<file path="config.mk">
export PLATFORM = sky130hd
export DESIGN_NAME = ppl_sermul
export DESIGN_NICKNAME = d
export VERILOG_FILES = /design/src/rtl/core/ppl_sermul.sv
export SDC_FILE = /design/constraint.sdc
export NUM_CORES = 1
export LEC_CHECK = 0
export BUFFER_PORTS_ARGS = -buffer_cell sky130_fd_sc_hd__buf_2
export CAP_MARGIN = 20
export CORE_AREA = 2 2 106 185
export DETAILED_ROUTE_END_ITERATION = 10
export DIE_AREA = 0 0 108 187
export PLACE_DENSITY = 0.74
export SYNTH_ARGS = -nofsm -noshare
export SYNTH_HDL_FRONTEND = slang
export SYNTH_SLANG_ARGS = --single-unit
export TNS_END_PERCENT = 50
</file>
<file path="constraint.sdc">
create_clock -name clk_i -period 5.6 [get_ports clk_i]
set_input_delay 0.56 -clock clk_i [delete_from_list [all_inputs] [get_ports clk_i]]
set_output_delay 0.56 -clock clk_i [all_outputs]
set_load 0.05 [all_outputs]
</file>
<file path="src/rtl/core/ppl_sermul.sv">
// ----------------------------------------------------------------------------
// ppl_sermul : bit-serial unsigned multiplier
// Shift-and-add, one multiplier bit per cycle.
// ----------------------------------------------------------------------------
module ppl_sermul #(
  parameter int unsigned W = 32
) (
  input  logic           clk_i,
  input  logic           rst_ni,
  input  logic           start_i,
  input  logic [W-1:0]   a_i,
  input  logic [W-1:0]   b_i,
  output logic           busy_o,
  output logic [2*W-1:0] p_o
);
  localparam int unsigned CW = $clog2(W + 1);
  logic [CW-1:0]  cnt_q, cnt_d;
  logic [2*W-1:0] acc_q, acc_d, a_q, a_d;
  logic [W-1:0]   b_q, b_d;

  always_comb begin
    cnt_d = cnt_q; acc_d = acc_q; a_d = a_q; b_d = b_q;
    if (start_i) begin
      cnt_d = CW'(W); acc_d = '0; a_d = {{W{1'b0}}, a_i}; b_d = b_i;
    end else if (cnt_q != '0) begin
      if (b_q[0]) acc_d = acc_q + a_q;
      a_d   = a_q << 1;
      b_d   = b_q >> 1;
      cnt_d = cnt_q - CW'(1);
    end
  end

  always_ff @(posedge clk_i or negedge rst_ni) begin
    if (!rst_ni) cnt_q <= '0;
    else         cnt_q <= cnt_d;
  end
  always_ff @(posedge clk_i) begin
    acc_q <= acc_d; a_q <= a_d; b_q <= b_d;
  end

  // busy from the count only, so a start may be issued on the idle flag
  assign busy_o = (cnt_q != '0);
  assign p_o    = acc_q;
endmodule

</file>
Word-level counts from Yosys, hierarchy flattened. Index checks and enable logic that the tools add are counted.

Muxes and demuxes: 6. Reduce and logical (&&, ||, !) cells: 3. Add/subtract/negate cells: 2.

Operators with widths (count): $mux 32 (4); $add 64x64->64 (1); $mux 6 (2); $reduce_bool 6->1 (1); $sub 6x1->6 const B (1); $reduce_and 2->1 (1); $reduce_bool 2->1 (1).

Output and inout port bits: 65. Bits of input ports: 67. Register bits after elaboration: 166.

Logic depth before layout (Yosys ltp). Gate-level depths: netlist of run 1.

Depth after elaboration: 3. Mapped depth: 12. Depth with buffers taken out: 12.

Worst setup path after synthesis of run 1. No wires, ideal clock.

Path type: reg-to-reg. Start: reg cnt_q[0]. End: reg a_q[0], enable pin. Path buffers: 2. Arrival: 2.676 ns. Path slack: 2.236 ns. Cell stages (with the launch flop): 8. Period minus slack after synthesis: 3.364 ns. Library setup time: 0.688 ns. Cell sequence: dfrtp_1 -> inv_1 -> ha_1 -> nand2b_1 -> nor4_1 -> clkbuf_1 -> clkbuf_1 -> nand2_1.

Longest elaborated chain between the ends: 2.

RTL lines: start, declared (RTL line 17) `logic [CW-1:0] cnt_q, cnt_d;`; start signal, assigned (RTL line 35) `else cnt_q <= cnt_d;`; $reduce_bool 6->1 (RTL line 25) `end else if (cnt_q != '0) begin`; $reduce_bool 2->1 (no line); end signal, assigned (RTL line 38) `acc_q <= acc_d; a_q <= a_d; b_q <= b_d;`; end, declared (RTL line 18) `logic [2*W-1:0] acc_q, acc_d, a_q, a_d;`.

No other way between the ends. A chain may end at the register's enable or synchronous reset.

Worst setup path in the final report of run 1.
Start: reg a_q[0]. End: reg acc_q[56], in the netlist p_o[56].

Longest elaborated chain between the ends: 1.

RTL lines: $add 64x64->64 (RTL line 26) `if (b_q[0]) acc_d = acc_q + a_q;`; end signal, assigned (RTL line 38); end, declared (RTL line 18).

No other way between the ends.

==> results of run 1 <==
==> metal layers <==
| layer | wire length, um | GRT usage (%) | share of wire [%] |
|---|---|---|---|
| met5 | 0 | 0 | 0 |
| met4 | 1140 | 13.2 | 4.5 |
| met3 | 1010 | 4.56 | 4.0 |
| met2 | 13900 | 48.9 | 55 |
| met1 | 9290 | 26.4 | 37 |
==> cell type report <==
type	count	area (um^2)
clock buffers	17	425
flip-flops and latches	166	3990
repair buffers	138	713
diodes	1	2.50
inverters	24	90.1
clock inverters	15	123
fillers	1698	7590
multi-input cells	872	5620
well taps	241	302
==> where the power goes <==
group	total (mW)	internal [mW]	switching, mW	leakage (nW)
registers	1.70	1.53	0.176	1.53
logic	2.31	0.779	1.53	2.96
clock network	1.11	0.577	0.532	0.269
total	5.12	2.88	2.24	4.76
==> sequential cells by signal, indices dropped and copies added, names as in the netlist <==
| register | cells |
|---|---|
| p_o | 64 |
| cnt_q | 6 |
| b_q | 32 |
| a_q | 64 |
==> kinds of logic (layout without fill, tap and decap cells) <==
logic type,count (synthesis),count (layout),share of synthesized area (%)
other cells,0,1,0
fa+ha+maj,65,65,8.27
flops,166,166,40.3
simple gates,374,374,16.9
compound gates,324,324,20.1
mux,65,65,7.35
xor+xnor,44,44,3.88
buf+inv,83,194,3.28
==> synth_stat cells, types with 3 or more instances <==
master and count:
nand2_1 203, a21oi_1 159, dfxtp_1 96, edfxtp_1 64
ha_1 64, mux2_2 62, nor2_1 57, o21ai_0 53
clkbuf_1 45, xnor2_1 30, a21o_1 28, inv_1 22
nand3_1 21, nand4_1 20, o21bai_1 16, nor3_1 14
xor2_1 14, and3_1 13, or3_1 12, and2_1 11
a211oi_1 9, o21a_1 9, buf_1 7, dfrtp_1 6
o211ai_1 6, a211o_1 5, nor2b_1 5, a31oi_1 4
buf_2 4, nor4_1 4, a221o_1 3, a221oi_1 3
nand2b_1 3, o31ai_1 3
==> worst max path at each step <==
| stage | endpoint | slack, ns | cells past startpoint |
|---|---|---|---|
| 2_1_floorplan | a_q[0] | 2.24 | 7 |
| 3_5_place_dp | p_o[60] | 1.98 | 12 |
| 6_report | p_o[56] | 1.95 | 12 |
| 4_1_cts | p_o[56] | 1.94 | 12 |
| 3_3_place_gp | p_o[56] | 2.06 | 12 |
| 5_1_grt | p_o[56] | 1.60 | 12 |
==> timing repair <==
| action | CTS | global route |
|---|---|---|
| hold buffers | 1 | 0 |
| hold endpoints to repair | 6 | 0 |
| resized for setup | 0 | 0 |
==> per-stage QoR <==
| stage | util, % | setup slack, ns | power (mW) | cell area (um^2) |
|---|---|---|---|---|
| after floorplan | - | 2.24 | 3.49 | 9920 |
| after global placement | 56.8 | 2.06 | 4.00 | 10700 |
| after detailed placement | 56.8 | 1.98 | 4.03 | 10700 |
| after CTS | 59.7 | 1.94 | 5.15 | 11300 |
| after global routing | 59.7 | 1.60 | 5.44 | 11300 |
| final | 59.7 | 1.95 | 5.12 | 11300 |
==> reports/metrics.yaml, run 1 <==
layout_common_cells: "nand2_1, a21oi_1, buf_2, dfxtp_1"
antenna_found_initial: 1
cts_made_buffers: 17
place_inst: 1440
fin_hold_ws_ns: 0.413
die-area_mm2: 0.0202
hold_viol: 0
cts_tree: "built"
drc_errors: 0
clk_latency_ns: 0.44
clkTransAtPathRegs_ns: 0.07
reg2reg_slack_ns: 1.95
root_buffer: "clkbuf_16"
rows: 67
worstSetupPathType: "flop to flop"
cp_data_required_time_ns: 5.97
reg2reg_depth: 12
final_common_cell: "nand2_1"
synth_edf_count: 64
drv_cap: 0
drtIter0Drc: 392
grt_overflow: 0
via_per_inst: 5.81
min-delay-start: "a_i[0]"
gp_congestion: 0.909
synthCells: 1121
start_util_pct: 52.6
drtPass1Iterations: 5
grt_max_degree: 82
finalNonFillerCells: 1474
slowest_stage: "fa_1"
min_path_type: "input pin to flop"
path_max_fanout: 5
die_h_um: 187
slew_violations: 0
htreeDepth: 4
numClockSinks: 166
irDropWorstVdd_mv: 0.331
synth_nets: 1253
netlist_area_mm2: 0.00992
ys_ff_latch: 166
fin_skew_ns: 0.0122
ant_nets: 0
avgSynthCellArea_um2: 8.85
slowest_delay_ns: 0.43
grt_pass1_wl_mm: 41.2
synth_flop_cell: "dfxtp_1"
min_period_ns: 3.65
p_per_area_mw_per_mm2: 455
grt_pass1_vias: 8599
synth_top_area_share_pct: 19.4
vias: 8567
setup.worst_path.start: "a_q[0]"
async_flop_share_pct: 3.61
synthDistinctLibCells: 70
rsz0062_at_grt: "no"
wirelength_mm: 25.4
drive_gt1_share_pct: 20.3
worstReg2RegStart: "a_q[0]"
finalCritPeriodShare_pct: 65.3
fmax_mhz: 274
leakage_nw: 4.76
synth_area_leaders: "dfxtp_1, edfxtp_1, ha_1"
ys_warn_count: 0
worst_pin_slew_ns: 0.986
max_slew_margin_pct: 34.0
outcome: "finished clean"
crit_chain: "ha_1 > fa_1 > a211oi_1 > o21bai_1 > a221oi_1 > o2bb2ai_2 > a41oi_2 > nor4_1 > o21ai_0 > nand2_1 > a211o_1 > o211ai_1"
synth_top_cell_by_area: "dfxtp_1"
min_path_cells: 2
critPathBufInv: 0
cts_setup_buffers: 0
crit_path_end_kind: "flop"
start_kind: "flop"
cp.arrival_ns: 4.02
ys_seq_area_share_pct: 40.3
design.core.area_mm2: 0.0189
wl_per_cell_um: 17.2
nets: 1351
path_delay_family: "compound AO/OA/AOI/OAI gates"
dp_hpwl_mm: 18.6
reg2reg_to: "p_o[56]"
clock_path_buffers: 2
syn2layout_area_growth_pct: 13.6
track_usage_pct: 25.9
pin_count: 132
die_x_um: 108
port_buffers: 131
setup_viol: 0
finalSetupTns_ns: 0
holdPathEnd: "a_q[0]"
Note: power is estimated with default switching activity, not from simulation.
==> run 2, diff against run 1 <==
- CORE_AREA: 2 2 106 185 -> 2 2 107 186
- DIE_AREA: 0 0 108 187 -> 0 0 109 188
- PLACE_DENSITY: 0.74 -> 0.76
- clock period: 5.6 -> 3.31 ns (I/O delays scaled with it)
==> reports/metrics.yaml, run 2 (synthesis results as in run 1) <==
min_period_ns: 3.17
cts_made_buffers: 17
max_slew_margin_pct: 55.5
track_usage_pct: 26.5
start_kind: "flop"
gp_congestion: 0.973
vias: 8728
wirelength_mm: 26.1
rows: 67
clock_path_buffers: 2
layout_common_cells: "nand2_1, a21oi_1, buf_2, dfxtp_1, edfxtp_1"
p_per_area_mw_per_mm2: 786
slowest_delay_ns: 0.42
crit_chain: "ha_1 > a21oi_1 > nand4b_1 > a211oi_2 > o31ai_2 > a211oi_4 > a31oi_4 > o31a_4 > a31oi_4 > mux2i_1 > mux2_1"
drtPass1Iterations: 4
min_path_type: "input pin to flop"
use_met1_pct: 27.6
slew_violations: 0
slowest_stage: "edfxtp_1"
clkTransAtPathRegs_ns: 0.07
clk_latency_ns: 0.44
outcome: "finished clean"
drtIter0Drc: 366
grt_pass1_wl_mm: 42.4
pin_count: 132
via_per_inst: 5.78
dp_hpwl_mm: 19.8
place_ws_ns: 0.0267
setup_slack_ns: 0.140
nets: 1387
cp_common_cell: "a31oi_4"
antenna_found_initial: 1
die-area_mm2: 0.0205
port_buffers: 131
cp_data_required_time_ns: 3.64
worst_pin_slew_ns: 0.668
setup_viol: 0
fin_skew_ns: 0.0104
cp.arrival_ns: 3.50
numClockSinks: 166
syn2layout_area_growth_pct: 17.9
top_usage_layer: "met2"
hold_viol: 0
drc_errors: 0
root_buffer: "clkbuf_16"
leakage_nw: 4.97
finalCritPeriodShare_pct: 95.8
fmax_mhz: 315
die_h_um: 188
grt_overflow: 0
grt_pass1_vias: 8812
die_x_um: 109
fin_hold_ws_ns: 0.173
grt_use_met3_pct: 4.62
htreeDepth: 4
crit_path_end_kind: "flop"
drv_cap: 0
start_util_pct: 52.1
design.core.area_mm2: 0.0190
final_common_cell: "nand2_1"
rsz0062_at_grt: "yes"
irDropWorstVdd_mv: 0.541
use_met2_pct: 48.4
worstSetupPathType: "flop to flop"
drive_gt1_share_pct: 23.6
wl_per_cell_um: 17.3
grt_max_degree: 60
cts_tree: "built"
ant_nets: 0
path_max_fanout: 4
## run 2: changes by cell type in the layout (fill, tap and decap cells not counted), sizes merged
| cell | before | now |
|---|---|---|
| clkinv | 8 | 2 |
| buf | 137 | 173 |
| clkbuf | 17 | 19 |
| inv | 30 | 32 |
| bufinv | 0 | 2 |
## run 2: area by class of cell
class                   count  area [um^2]
diodes                      1         2.50
clock buffers              19          433
clock inverters            13          163
fillers                  1656         7340
inverters                  24         90.1
multi-input cells         872         5710
flip-flops and latches    166         3990
well taps                 241          302
repair buffers            174          996
## run 2: power by group
group / internal, mW / total, mW / leakage [nW] / switching [mW]
clock: 1.14 / 2.05 / 0.289 / 0.907
sequential: 2.58 / 2.88 / 1.53 / 0.304
combinational: 1.55 / 4.26 / 3.15 / 2.71
## run 2: routing by layer
layer | share of wire (%) | wire length, um | vias up
met5 | 0 | 0 | -
met1 | 36 | 9480 | 4079
li1 | - | - | 4314
met3 | 3.9 | 1020 | 88
met4 | 4.9 | 1270 | 0
met2 | 55 | 14400 | 247
## run 2: final timing paths
check,start,end,slack [ns],cells past startpoint
setup / recovery,a_q[1],p_o[63],0.14,11
hold / removal,a_i[0],a_q[0],0.17,2
setup reg to reg,a_q[1],p_o[63],0.14,11
hold reg to reg,p_o[51],p_o[51],0.47,2
max in group asynchronous,rst_ni,cnt_q[0],2.91,2
min in group asynchronous,rst_ni,cnt_q[2],0.25,2
## run 2: repair_timing
item,4_1_cts,5_1_grt
buffers inserted,0,3
pin swaps,0,5
hold endpoints to repair,6,0
gates resized for setup,1,15
gates cloned,0,0
setup endpoints to repair,3,20
hold buffers,1,0
## run 2: critical path, delay by kind of cell, from the launching register on
kind | cells | cell delay (ns)
adders and majority gates | 1 | 0.30
AOI/OAI and AO/OA | 7 | 1.58
muxes | 2 | 0.53
and+or+nand+nor | 1 | 0.22
DFF | 1 | 0.42
## run 2: through the flow
stage               instances  setup TNS [ns]  power (mW)  cell area, um^2  utilization [%]
CTS                      1506         -0.0330        9.13            11600             60.8
finish                   1510               0        9.19            11700             61.5
global route             1510         -0.0513        9.73            11700             61.5
global placement         1473               0        7.01            11000             57.6
floorplan                1121               0        5.90             9920                -
detailed placement       1473               0        7.06            11000             57.6
