File: src/rtl/core/ppl_serdiv.sv
// ----------------------------------------------------------------------------
// ppl_serdiv : restoring divider, one quotient bit per cycle
// Quotient is floor(n / d), built from the most significant bit down.
// ----------------------------------------------------------------------------
module ppl_serdiv #(
  parameter int unsigned W = 64
) (
  input  logic         clk_i,
  input  logic         rst_ni,
  input  logic         start_i,
  input  logic [W-1:0] n_i,
  input  logic [W-1:0] d_i,
  output logic         busy_o,
  output logic [W-1:0] q_o
);
  localparam int unsigned CW = $clog2(W + 1);
  logic [CW-1:0] cnt_q, cnt_d;
  logic [W-1:0]  q_q, q_d, d_q, d_d;
  logic [W:0]    r_q, r_d, tr;

  always_comb begin
    cnt_d = cnt_q; q_d = q_q; r_d = r_q; d_d = d_q;
    tr = '0;
    if (start_i) begin
      cnt_d = CW'(W); q_d = n_i; r_d = '0; d_d = d_i;
    end else if (cnt_q != '0) begin
      tr = {r_q[W-1:0], q_q[W-1]};
      q_d = q_q << 1;
      if (tr >= {1'b0, d_q}) begin
        tr = tr - {1'b0, d_q};
        q_d[0] = 1'b1;
      end
      r_d   = tr;
      cnt_d = cnt_q - CW'(1);
    end
  end

  always_ff @(posedge clk_i or negedge rst_ni) begin
    if (!rst_ni) cnt_q <= '0;
    else         cnt_q <= cnt_d;
  end
  always_ff @(posedge clk_i) begin
    q_q <= q_d; r_q <= r_d; d_q <= d_d;
  end

  assign busy_o = (cnt_q != '0) || start_i;
  assign q_o    = q_q;
endmodule

File: config.mk
export PLATFORM = sky130hd
export DESIGN_NAME = ppl_serdiv
export DESIGN_NICKNAME = d
export VERILOG_FILES = /design/src/rtl/core/ppl_serdiv.sv
export SDC_FILE = /design/constraint.sdc
export NUM_CORES = 1
export LEC_CHECK = 0
export BUFFER_PORTS_ARGS = -buffer_cell sky130_fd_sc_hd__buf_2
export CORE_MARGIN = 8
export CORE_UTILIZATION = 45
export DETAILED_ROUTE_END_ITERATION = 8
export PLACE_DENSITY = 0.66
export SLEW_MARGIN = 40
export SYNTH_ARGS = -nofsm -noshare
export SYNTH_HDL_FRONTEND = slang
export SYNTH_SLANG_ARGS = --single-unit
export TNS_END_PERCENT = 5
File: constraint.sdc
create_clock -name clk_i -period 10.4 [get_ports clk_i]
set_input_delay 2.08 -clock clk_i [delete_from_list [all_inputs] [get_ports clk_i]]
set_output_delay 2.08 -clock clk_i [all_outputs]
set_load 0.005 [all_outputs]
## Yosys cells after proc, flatten, opt, wreduce, memory -nomap -nowiden

Cells that the tools add are included.

- Bits in latches: 0
- Bits of input ports: 131
- Memories: 0
- Word-level logic and storage cells: 16
- Memory bits (read-only): 0
- Memory bits (writable): 0
- Register bits after elaboration: 199

- Bitwise gates (word level): 0
- Mux-type cells: 6
- $lt $le $gt $ge: 1
- Multiply operators: 0
- Reductions and logical operators: 3
- Shift operators: 0
- Equality and inequality tests: 0
- $add $sub $neg: 2
- Divide/modulo/power cells: 0

Operators with widths:

| cell | count |
|---|---|
| 64-bit 2-to-1 mux | 3 |
| 65-bit by 64-bit greater-or-equal comparator with 1-bit output | 1 |
| 64-bit subtractor | 1 |
| 7-bit 2-to-1 mux | 2 |
| 7-bit nonzero test | 1 |
| 7-bit by 1-bit subtractor with 7-bit output, second input constant | 1 |
| 2-bit nonzero test | 1 |
| 1-bit logical OR | 1 |
| 1-bit 2-to-1 mux | 1 |

## Depth between registers and ports, before layout

Gate-level depths: netlist of the first run.

- Depth after elaboration: 4
- Mapped depth: 15
- Mapped depth without buffers: 13

## Worst setup path before layout of the first run

No wires, ideal clock.

- Path kind: input-to-output
- From: input port start_i
- To: output port busy_o
- Cell stages on the path: 3
- Path slack: 4.465 ns
- Buffers on the path: 1
- Data arrival time: 3.855 ns
- Cell sequence: clkbuf_1 -> clkinv_1 -> nand2_1

- Word-level cells in the longest chain between the ends: 1

Ends and longest elaborated chain:

| what | RTL line | text |
|---|---|---|
| start: declaration | 10 | `input logic start_i,` |
| 1-bit logical OR | 46 | `assign busy_o = (cnt_q != '0) \|\| start_i;` |
| end: declaration | 13 | `output logic busy_o,` |

Every way passes these cells.

## Final worst setup path of the first run

Same ends and word-level chain as after synthesis.

==> impl_metrics.tcl, run 1 <==
set metrics [dict create \
    synth_warnings 0 \
    drv_slew 0 \
    wirelength_um 31650 \
    die-area_um2 32330 \
    cts_made_buffers 17 \
    cts_tree "yes" \
    synthCells 1269 \
    cp_max_fo 66 \
    slew_headroom 0.4612 \
    gp_congestion 0.8528 \
    vias 9960 \
    cts_max_level 4 \
    setup_viol 0 \
    tns_ps 0 \
    grt_use_total 0.1934 \
    firstDrtPassIters 5 \
    grt_max_degree 83 \
    yosysUniqueCellTypes 80 \
    layout-drive-gt1-share 0.2276 \
    postCtsHoldBufs 0 \
    critPathLaunchType "input port" \
    viasPerCell 5.630 \
    postRouteAntennaNets 0 \
    peakVddDrop_mv 0.1106 \
    cp_slowest_cell "buf_4" \
    leakage_uw 0.006028 \
    power_density_nw_per_um2 264.1 \
    fin_crit_sh 0.5871 \
    clk_path_buf_depth 2 \
    synth_top_cell_by_area "edfxtp_1" \
    rsz0062_at_grt "no" \
    final_cell_mix "194 x buf_2, 156 x nand2_1, 128 x edfxtp_1" \
    grt_pass1_wl_um 51940 \
    grt_pass1_vias 10218 \
    diodes 0 \
    nets 1612 \
    initial_core_util 0.4530 \
    outcome "completed" \
    cp.required_ps 8320 \
    dp_hpwl_um 23220 \
    place_ws_ps 4254 \
    cap_violations 0 \
    row_count 60 \
    slowest_delay_ps 640 \
    yosys-top-cells-area "edfxtp_1 32%, dfxtp_1 11%, ha_1 6.7%" \
    fin_skew_ps 22.09 \
    period_minus_slack_ps 6106 \
    ys_seq_area_frac 0.4390 \
    post-cts-setup-buffers 0 \
    synth_area_um2 12070 \
    synth_seq_cells 199 \
    worstSetupPathType "in -> out" \
    die_h_um 179.8 \
    core_area_um2 26650 \
    clock_latency_ps 450 \
    cp.arrival_ps 4030 \
    io_pins 196 \
    cts_sinks 199 \
    clk_pin_slew_ps 80 \
    hold_path.class "reg -> reg" \
    synth_fp_nets 1466 \
    die_w_um 179.8 \
    antenna_found_initial 2 \
    syn_avg_cell_area_um2 9.514 \
    cp_cell_sequence "buf_6, clkinv_1, nand2_2, buf_4, buf_2" \
    synth_top_area_frac 0.3184 \
    worstMarginPinSlew_ps 808.3 \
    end_kind "primary output" \
    hold_viol 0 \
    root_buffer "clkbuf_16" \
    synth_edf_count 128 \
    synthArstFlopShare 0.03518 \
    io_buffers 195 \
    layout_commonest_cell "buf_2" \
    fmax_ghz 0.1638 \
    post_cts_resized 0 \
    drc 0 \
    grt_overflow_total 0 \
    drt_iter0_drc 541 \
    area_growth_pct 14.47 \
    synth_top_flop_cell "edfxtp_1" \
    setup_ws_ps 4294 \
    routedWlPerCell_um 17.89 \
]
==> registers in the layout, summed over array words and instances, names as in the netlist <==
| name | flops |
|---|---|
| d_q | 64 |
| q_o | 64 |
| r_q | 64 |
| cnt_q | 7 |
==> power by group <==
part / internal [uW] / switching (uW) / leakage [uW]
sequential: 1050 / 139 / 0.00192
clock: 331 / 356 / 0.000300
combinational: 713 / 1060 / 0.00381
total: 2100 / 1550 / 0.00603
==> stage by stage <==
stage / hold WS [ps] / cells / util / cell area, um^2 / total power (uW)
after floorplan: 448.9 / 1269 / - / 12070 / 2553
after global placement: 467.4 / 1736 / 0.4941 / 13170 / 2923
after detailed placement: 475.5 / 1736 / 0.4943 / 13170 / 2946
after CTS: 487.2 / 1768 / 0.5174 / 13790 / 3656
after global routing: 512.8 / 1769 / 0.5185 / 13820 / 3933
final: 486.5 / 1769 / 0.5185 / 13820 / 3650
==> cell families (layout without fill, tap and decap cells) <==
kind of cell	count (synthesis)	after routing	synth area share
flip-flops	199	199	0.4390
buffers and inverters	162	321	0.05793
XOR/XNOR	55	55	0.03990
multiplexers	68	68	0.06312
AND/OR/NAND/NOR	383	383	0.1435
AO/OA/AOI/OAI	336	336	0.1875
adder cells (fa/ha/maj)	66	66	0.06902
==> synthesized netlist by cell type, types with 14 or more instances <==
master and count:
a31oi_1 14, a21oi_1 109, a21o_1 26, nand2_1 158
o21ai_0 43, xor2_1 16, buf_2 21, ha_1 65
mux2_2 64, edfxtp_1 128, dfxtp_1 64, nand3_1 20
inv_1 86, nor2_1 111, clkbuf_1 37, nand4_1 22
xnor2_1 39, a311oi_1 39, a211oi_1 20
==> layer usage <==
metal | routed length (um) | up-vias | share of wire | track usage
met2 | 14810 | 280 | 0.47 | 0.3196
met5 | 21 | - | 0.00066 | 0
met1 | 13900 | 4734 | 0.44 | 0.2360
li1 | - | 4906 | - | -
met3 | 2422 | 36 | 0.077 | 0.06694
met4 | 498 | 4 | 0.016 | 0.05502
==> final cells by class <==
cell class | count | area, um^2
clock buffer | 17 | 425.4
clock inverter | 15 | 190.2
fill | 2450 | 12830
inverter | 87 | 326.6
multi-input combinational | 908 | 6088
sequential | 199 | 5300
tap | 341 | 426.7
timing repair buffer | 202 | 1062
==> worst max-delay path: cells and delay by family <==
family,cells,cell delay (ps)
buffers and inverters,4,1730
and+or+nand+nor,1,140
==> final timing paths <==
path,from,endpoint,slack [ps],cells past startpoint
min,r_q[1]$_SDFFE_PP0P_,r_q[1]$_SDFFE_PP0P_,490,2
min in group asynchronous,rst_ni,cnt_q[3]$_DFFE_PN0P_,1450,1
min reg2reg,r_q[1]$_SDFFE_PP0P_,r_q[1]$_SDFFE_PP0P_,490,2
max in group asynchronous,rst_ni,cnt_q[6]$_DFFE_PN0P_,8790,1
max,start_i,busy_o,4290,5
max reg2reg,d_q[21]$_DFFE_PP_,r_q[63]$_SDFFE_PP0P_,6410,13
Note: power is estimated with default switching activity, not from simulation.
==> run 2: changes to the inputs <==
==> constraint.sdc (replaced) <==
create_clock -name clk_i -period 6.3 [get_ports clk_i]
set_input_delay 1.26 -clock clk_i [delete_from_list [all_inputs] [get_ports clk_i]]
set_output_delay 1.26 -clock clk_i [all_outputs]
set_load 0.005 [all_outputs]
==> run 2 against run 1 <==
Global-route usage grew 0.19 points. Non-clock buffer count is the same. Setup slack worse by 1800 ps. Critical endpoint is now r_q[19]$_SDFFE_PP0P_. Highest routed layer unchanged.
==> impl_metrics.tcl, run 2 (synthesized netlist as in run 1, its figures left out) <==
set metrics [dict create \
    fin_crit_sh 0.6087 \
    end_kind "flop" \
    leakage_uw 0.006035 \
    worstSetupPathType "reg -> reg" \
    area_growth_pct 14.78 \
    cts_made_buffers 17 \
    outcome "completed" \
    gp_congestion 0.8964 \
    routedWlPerCell_um 18.02 \
    slew_headroom 0.4510 \
    core_area_um2 26650 \
    initial_core_util 0.4530 \
    grt_use_total 0.1953 \
    viasPerCell 5.671 \
    nets 1612 \
    grt_max_degree 114 \
    vias 10037 \
    power_density_nw_per_um2 438.4 \
    hold_path.class "reg -> reg" \
    r2r_start "d_q[58]$_DFFE_PP_" \
    grt_overflow_total 0 \
    cts_sinks 199 \
    setup_viol 0 \
    post-cts-setup-buffers 0 \
    peakVddDrop_mv 0.1998 \
    die-area_um2 32330 \
    layout_commonest_cell "buf_2" \
    cp_slowest_cell "nor2_4" \
    critPathLaunch "d_q[58]$_DFFE_PP_" \
    layout-drive-gt1-share 0.2276 \
    drv_slew 0 \
    fin_skew_ps 20.68 \
    clk_path_buf_depth 2 \
    cts_max_level 4 \
    hold_path.startpoint "r_q[27]$_SDFFE_PP0P_" \
    grt_pass1_wl_um 52490 \
    path_delay_family "compound AO/OA/AOI/OAI gates" \
    io_buffers 195 \
    cp.arrival_ps 4180 \
    tns_ps 0 \
    nFillCells 2468 \
    dp_hpwl_um 23520 \
    postRouteAntennaNets 0 \
    critPathBufInv 2 \
    grt_pass1_vias 10227 \
    antenna_found_initial 2 \
    die_w_um 179.8 \
    rsz0062_at_grt "no" \
    cts_tree "yes" \
    firstDrtPassIters 5 \
    power_uw 6075 \
    critPathLaunchType "flop" \
    cp_cell_sequence "inv_1, ha_1, a21oi_1, o21bai_1, a21oi_1, o21bai_1, a211o_2, a211o_4, nor2_4, buf_4, nand2_1, a311oi_1" \
    row_count 60 \
    final_cell_mix "194 x buf_2, 156 x nand2_1, 128 x edfxtp_1" \
    clk_pin_slew_ps 80 \
    postCtsHoldBufs 0 \
    cp_max_fo 36 \
    post_cts_resized 0 \
    slowest_delay_ps 600 \
    cap_violations 0 \
    cp.required_ps 6640 \
    fmax_ghz 0.2608 \
    worstMarginPinSlew_ps 823.4 \
    root_buffer "clkbuf_16" \
    drc 0 \
    period_minus_slack_ps 3835 \
    die_h_um 179.8 \
    hold_viol 0 \
    drt_iter0_drc 696 \
    io_pins 196 \
    clock_latency_ps 450 \
    wirelength_um 31900 \
]
run 2: cell types whose count changed in the layout (fill, tap and decap cells not counted), sizes merged:
cell | before | now
clkinvlp | 0 | 1
buf | 202 | 201
diode | 0 | 1
clkinv | 8 | 7
clkbuf | 17 | 18
run 2: worst reg2reg max path, delay by kind of cell (launching register included):
kind            cells  cell delay (ps)
simple gates        2              710
flops               1              340
compound gates      7             1740
fa+ha+maj           1              410
buf+inv             2              540
run 2: layout make-up:
type / count / area (um^2) / area share
multi-input cells: 908 / 6088 / 0.4394
flip-flops and latches: 199 / 5300 / 0.3825
repair buffers: 202 / 1065 / 0.07684
well taps: 341 / 426.7 / 0.03079
clock buffers: 17 / 425.4 / 0.03070
inverters: 87 / 326.6 / 0.02357
clock inverters: 15 / 222.7 / 0.01607
diodes: 1 / 2.502 / 0.0001806
run 2: worst paths after layout:
check / end / slack [ps] / cells past startpoint
min reg2reg: r_q[27]$_SDFFE_PP0P_ / 500 / 2
max in group asynchronous: cnt_q[1]$_DFFE_PN0P_ / 5490 / 1
min: r_q[27]$_SDFFE_PP0P_ / 500 / 2
min in group asynchronous: cnt_q[0]$_DFFE_PN0P_ / 630 / 1
max: r_q[19]$_SDFFE_PP0P_ / 2470 / 12
max reg2reg: r_q[19]$_SDFFE_PP0P_ / 2470 / 12
run 2: metal layers:
| metal | vias to the layer above | GRT usage | routed length [um] |
|---|---|---|---|
| met5 | - | 0 | 22 |
| met4 | 4 | 0.05035 | 506 |
| met3 | 37 | 0.06915 | 2538 |
| met2 | 302 | 0.3313 | 14870 |
| met1 | 4777 | 0.2322 | 13960 |
| li1 | 4917 | - | - |
run 2: per-stage QoR:
step                std cells  instance area [um^2]  setup slack, ps    util  hold WS, ps
floorplan                1269                 12070             2005       -        448.9
global placement         1736                 13170             2503  0.4941        470.8
detailed placement       1737                 13200             2494  0.4954        486.1
CTS                      1769                 13850             2464  0.5198        495.2
global route             1769                 13850             2100  0.5199        525.7
finish                   1770                 13860             2465  0.5200        498.4
run 2: power breakdown:
group | switching [uW] | internal [uW] | leakage [uW]
sequential | 229 | 1740 | 0.00192
clock | 611 | 562 | 0.000305
combinational | 1760 | 1180 | 0.00381
==> run 3: changes to the inputs <==
--- a/config.mk
+++ b/config.mk
@@ -9,7 +9,7 @@
 export CORE_MARGIN = 8
 export CORE_UTILIZATION = 45
 export DETAILED_ROUTE_END_ITERATION = 8
-export PLACE_DENSITY = 0.66
+export PLACE_DENSITY = 0.68
 export SLEW_MARGIN = 40
 export SYNTH_ARGS = -nofsm -noshare
 export SYNTH_HDL_FRONTEND = slang
==> constraint.sdc (replaced) <==
create_clock -name clk_i -period 3.24 [get_ports clk_i]
set_input_delay 0.648 -clock clk_i [delete_from_list [all_inputs] [get_ports clk_i]]
set_output_delay 0.648 -clock clk_i [all_outputs]
set_load 0.005 [all_outputs]
==> run 3 against run 2 <==
Power up 110%. Maximum frequency up 23%. Sequential power up 93%. Clock skew increased by 4.8 ps. Wire length grew 3.9%. Count of clock-buffer cells in the layout unchanged. First-iteration DRC count grew 9.9%. Critical path depth increased by 1. Via count is 3.3% higher.
==> impl_metrics.tcl, run 3 (synthesized netlist as in run 1, its figures left out) <==
set metrics [dict create \
    drc 0 \
    wirelength_um 33150 \
    drv_slew 0 \
    slowest_delay_ps 420 \
    end_kind "flop" \
    cap_violations 0 \
    fmax_ghz 0.3197 \
    rsz0062_at_grt "yes" \
    nets 1693 \
    tns_ps 0 \
    diodes 0 \
    critPathLaunchType "flop" \
    cp_slowest_cell "or3_1" \
    postRouteAntennaNets 0 \
    peakVddDrop_mv 0.3886 \
    routedWlPerCell_um 17.92 \
    vias 10367 \
    cts_max_level 4 \
    firstDrtPassIters 5 \
    grt_overflow_total 0 \
    cp.required_ps 3600 \
    cts_sinks 199 \
    die-area_um2 32330 \
    clk_path_buf_depth 2 \
    cp.arrival_ps 3490 \
    layout_commonest_cell "buf_2" \
    fin_skew_ps 25.46 \
    hold_path.class "in -> reg" \
    worstMarginPinSlew_ps 840.8 \
    cp_max_fo 9 \
    root_buffer "clkbuf_16" \
    cp_cell_sequence "inv_1, ha_1, nand2_2, nor4_4, nand2_1, or3_1, nor4_2, a211o_2, a211o_4, nor2_4, buf_6, or3_1, a311oi_2" \
    viasPerCell 5.604 \
    hold_viol 0 \
    core_area_um2 26650 \
    finish.instance_area_um2 14640 \
    area_growth_pct 21.25 \
    layout-drive-gt1-share 0.2876 \
    grt_use_total 0.2000 \
    setup_viol 0 \
    cts_made_buffers 17 \
    grt_max_degree 97 \
    slew_headroom 0.4343 \
    place_area_um2 13750 \
    io_buffers 195 \
    cp_common_cell "or3_1" \
    antenna_found_initial 5 \
    cts_tree "yes" \
    power_density_nw_per_um2 864.9 \
    die_h_um 179.8 \
    io_pins 196 \
    leakage_uw 0.006433 \
    dp_hpwl_um 24720 \
    outcome "completed" \
    die_w_um 179.8 \
    hold_ws_ps 368.7 \
    clk_pin_slew_ps 90 \
    worstSetupPathType "reg -> reg" \
    gp_congestion 0.9112 \
    drt_iter0_drc 765 \
    fin_crit_sh 0.9654 \
    final_cell_mix "194 x buf_2, 154 x nand2_1, 128 x edfxtp_1" \
    initial_core_util 0.4530 \
    row_count 60 \
    period_minus_slack_ps 3128 \
    grt_pass1_vias 10718 \
    grt_pass1_wl_um 53440 \
    clock_latency_ps 450 \
]
run 3: what timing repair did:
action,CTS,global route
gates cloned,0,0
hold buffers,0,1
gates resized for setup,1,34
buffers inserted,7,3
endpoints found under the hold margin,0,6
pin swaps,2,4
endpoints found under the setup margin,2,45
run 3: area by class of cell:
type | count | area (um^2)
fillers | 2391 | 12010
well taps | 341 | 426.7
multi-input cells | 908 | 6226
repair buffers | 283 | 1707
inverters | 87 | 326.6
clock buffers | 17 | 425.4
clock inverters | 15 | 226.5
flip-flops and latches | 199 | 5300
run 3: worst max-delay path, delay by kind of cell (launching register included):
family,cells,cell delay (ps)
flip-flops,1,330
AO/OA/AOI/OAI,3,580
adder cells (fa/ha/maj),1,370
buffers and inverters,2,180
AND/OR/NAND/NOR,7,1580
run 3: final timing paths:
path | endpoint | cells past startpoint | startpoint | slack (ps)
setup / recovery | r_q[6]$_SDFFE_PP0P_ | 13 | d_q[16]$_DFFE_PP_ | 110
hold / removal | d_q[55]$_DFFE_PP_ | 1 | d_i[55] | 370
setup reg to reg | r_q[6]$_SDFFE_PP0P_ | 13 | d_q[16]$_DFFE_PP_ | 110
hold reg to reg | r_q[13]$_SDFFE_PP0P_ | 2 | r_q[13]$_SDFFE_PP0P_ | 490
max in group asynchronous | cnt_q[2]$_DFFE_PN0P_ | 2 | rst_ni | 2510
min in group asynchronous | cnt_q[3]$_DFFE_PN0P_ | 2 | rst_ni | 560
run 3: report_power, final:
part,total (uW),internal [uW],switching [uW]
Sequential,3810,3380,429
Combinational,6540,2870,3670
Clock,2310,1100,1210
run 3: through the flow:
step / setup slack, ps / power [uW] / utilization / std cells
final: 112.0 / 12660 / 0.5492 / 1850
after global placement: 47.12 / 10020 / 0.5158 / 1807
after detailed placement: -47.88 / 10090 / 0.5158 / 1807
after global routing: -33.54 / 13590 / 0.5492 / 1850
after CTS: 2.470 / 12510 / 0.5424 / 1846
after floorplan: 252.3 / 8195 / - / 1269
run 3: layer usage:
layer,global-route usage,part of all wire,up-vias
li1,-,-,5069
met1,0.2361,0.42,4884
met2,0.3298,0.47,340
met3,0.07460,0.083,64
met4,0.07069,0.022,10
met5,0,0.0017,-
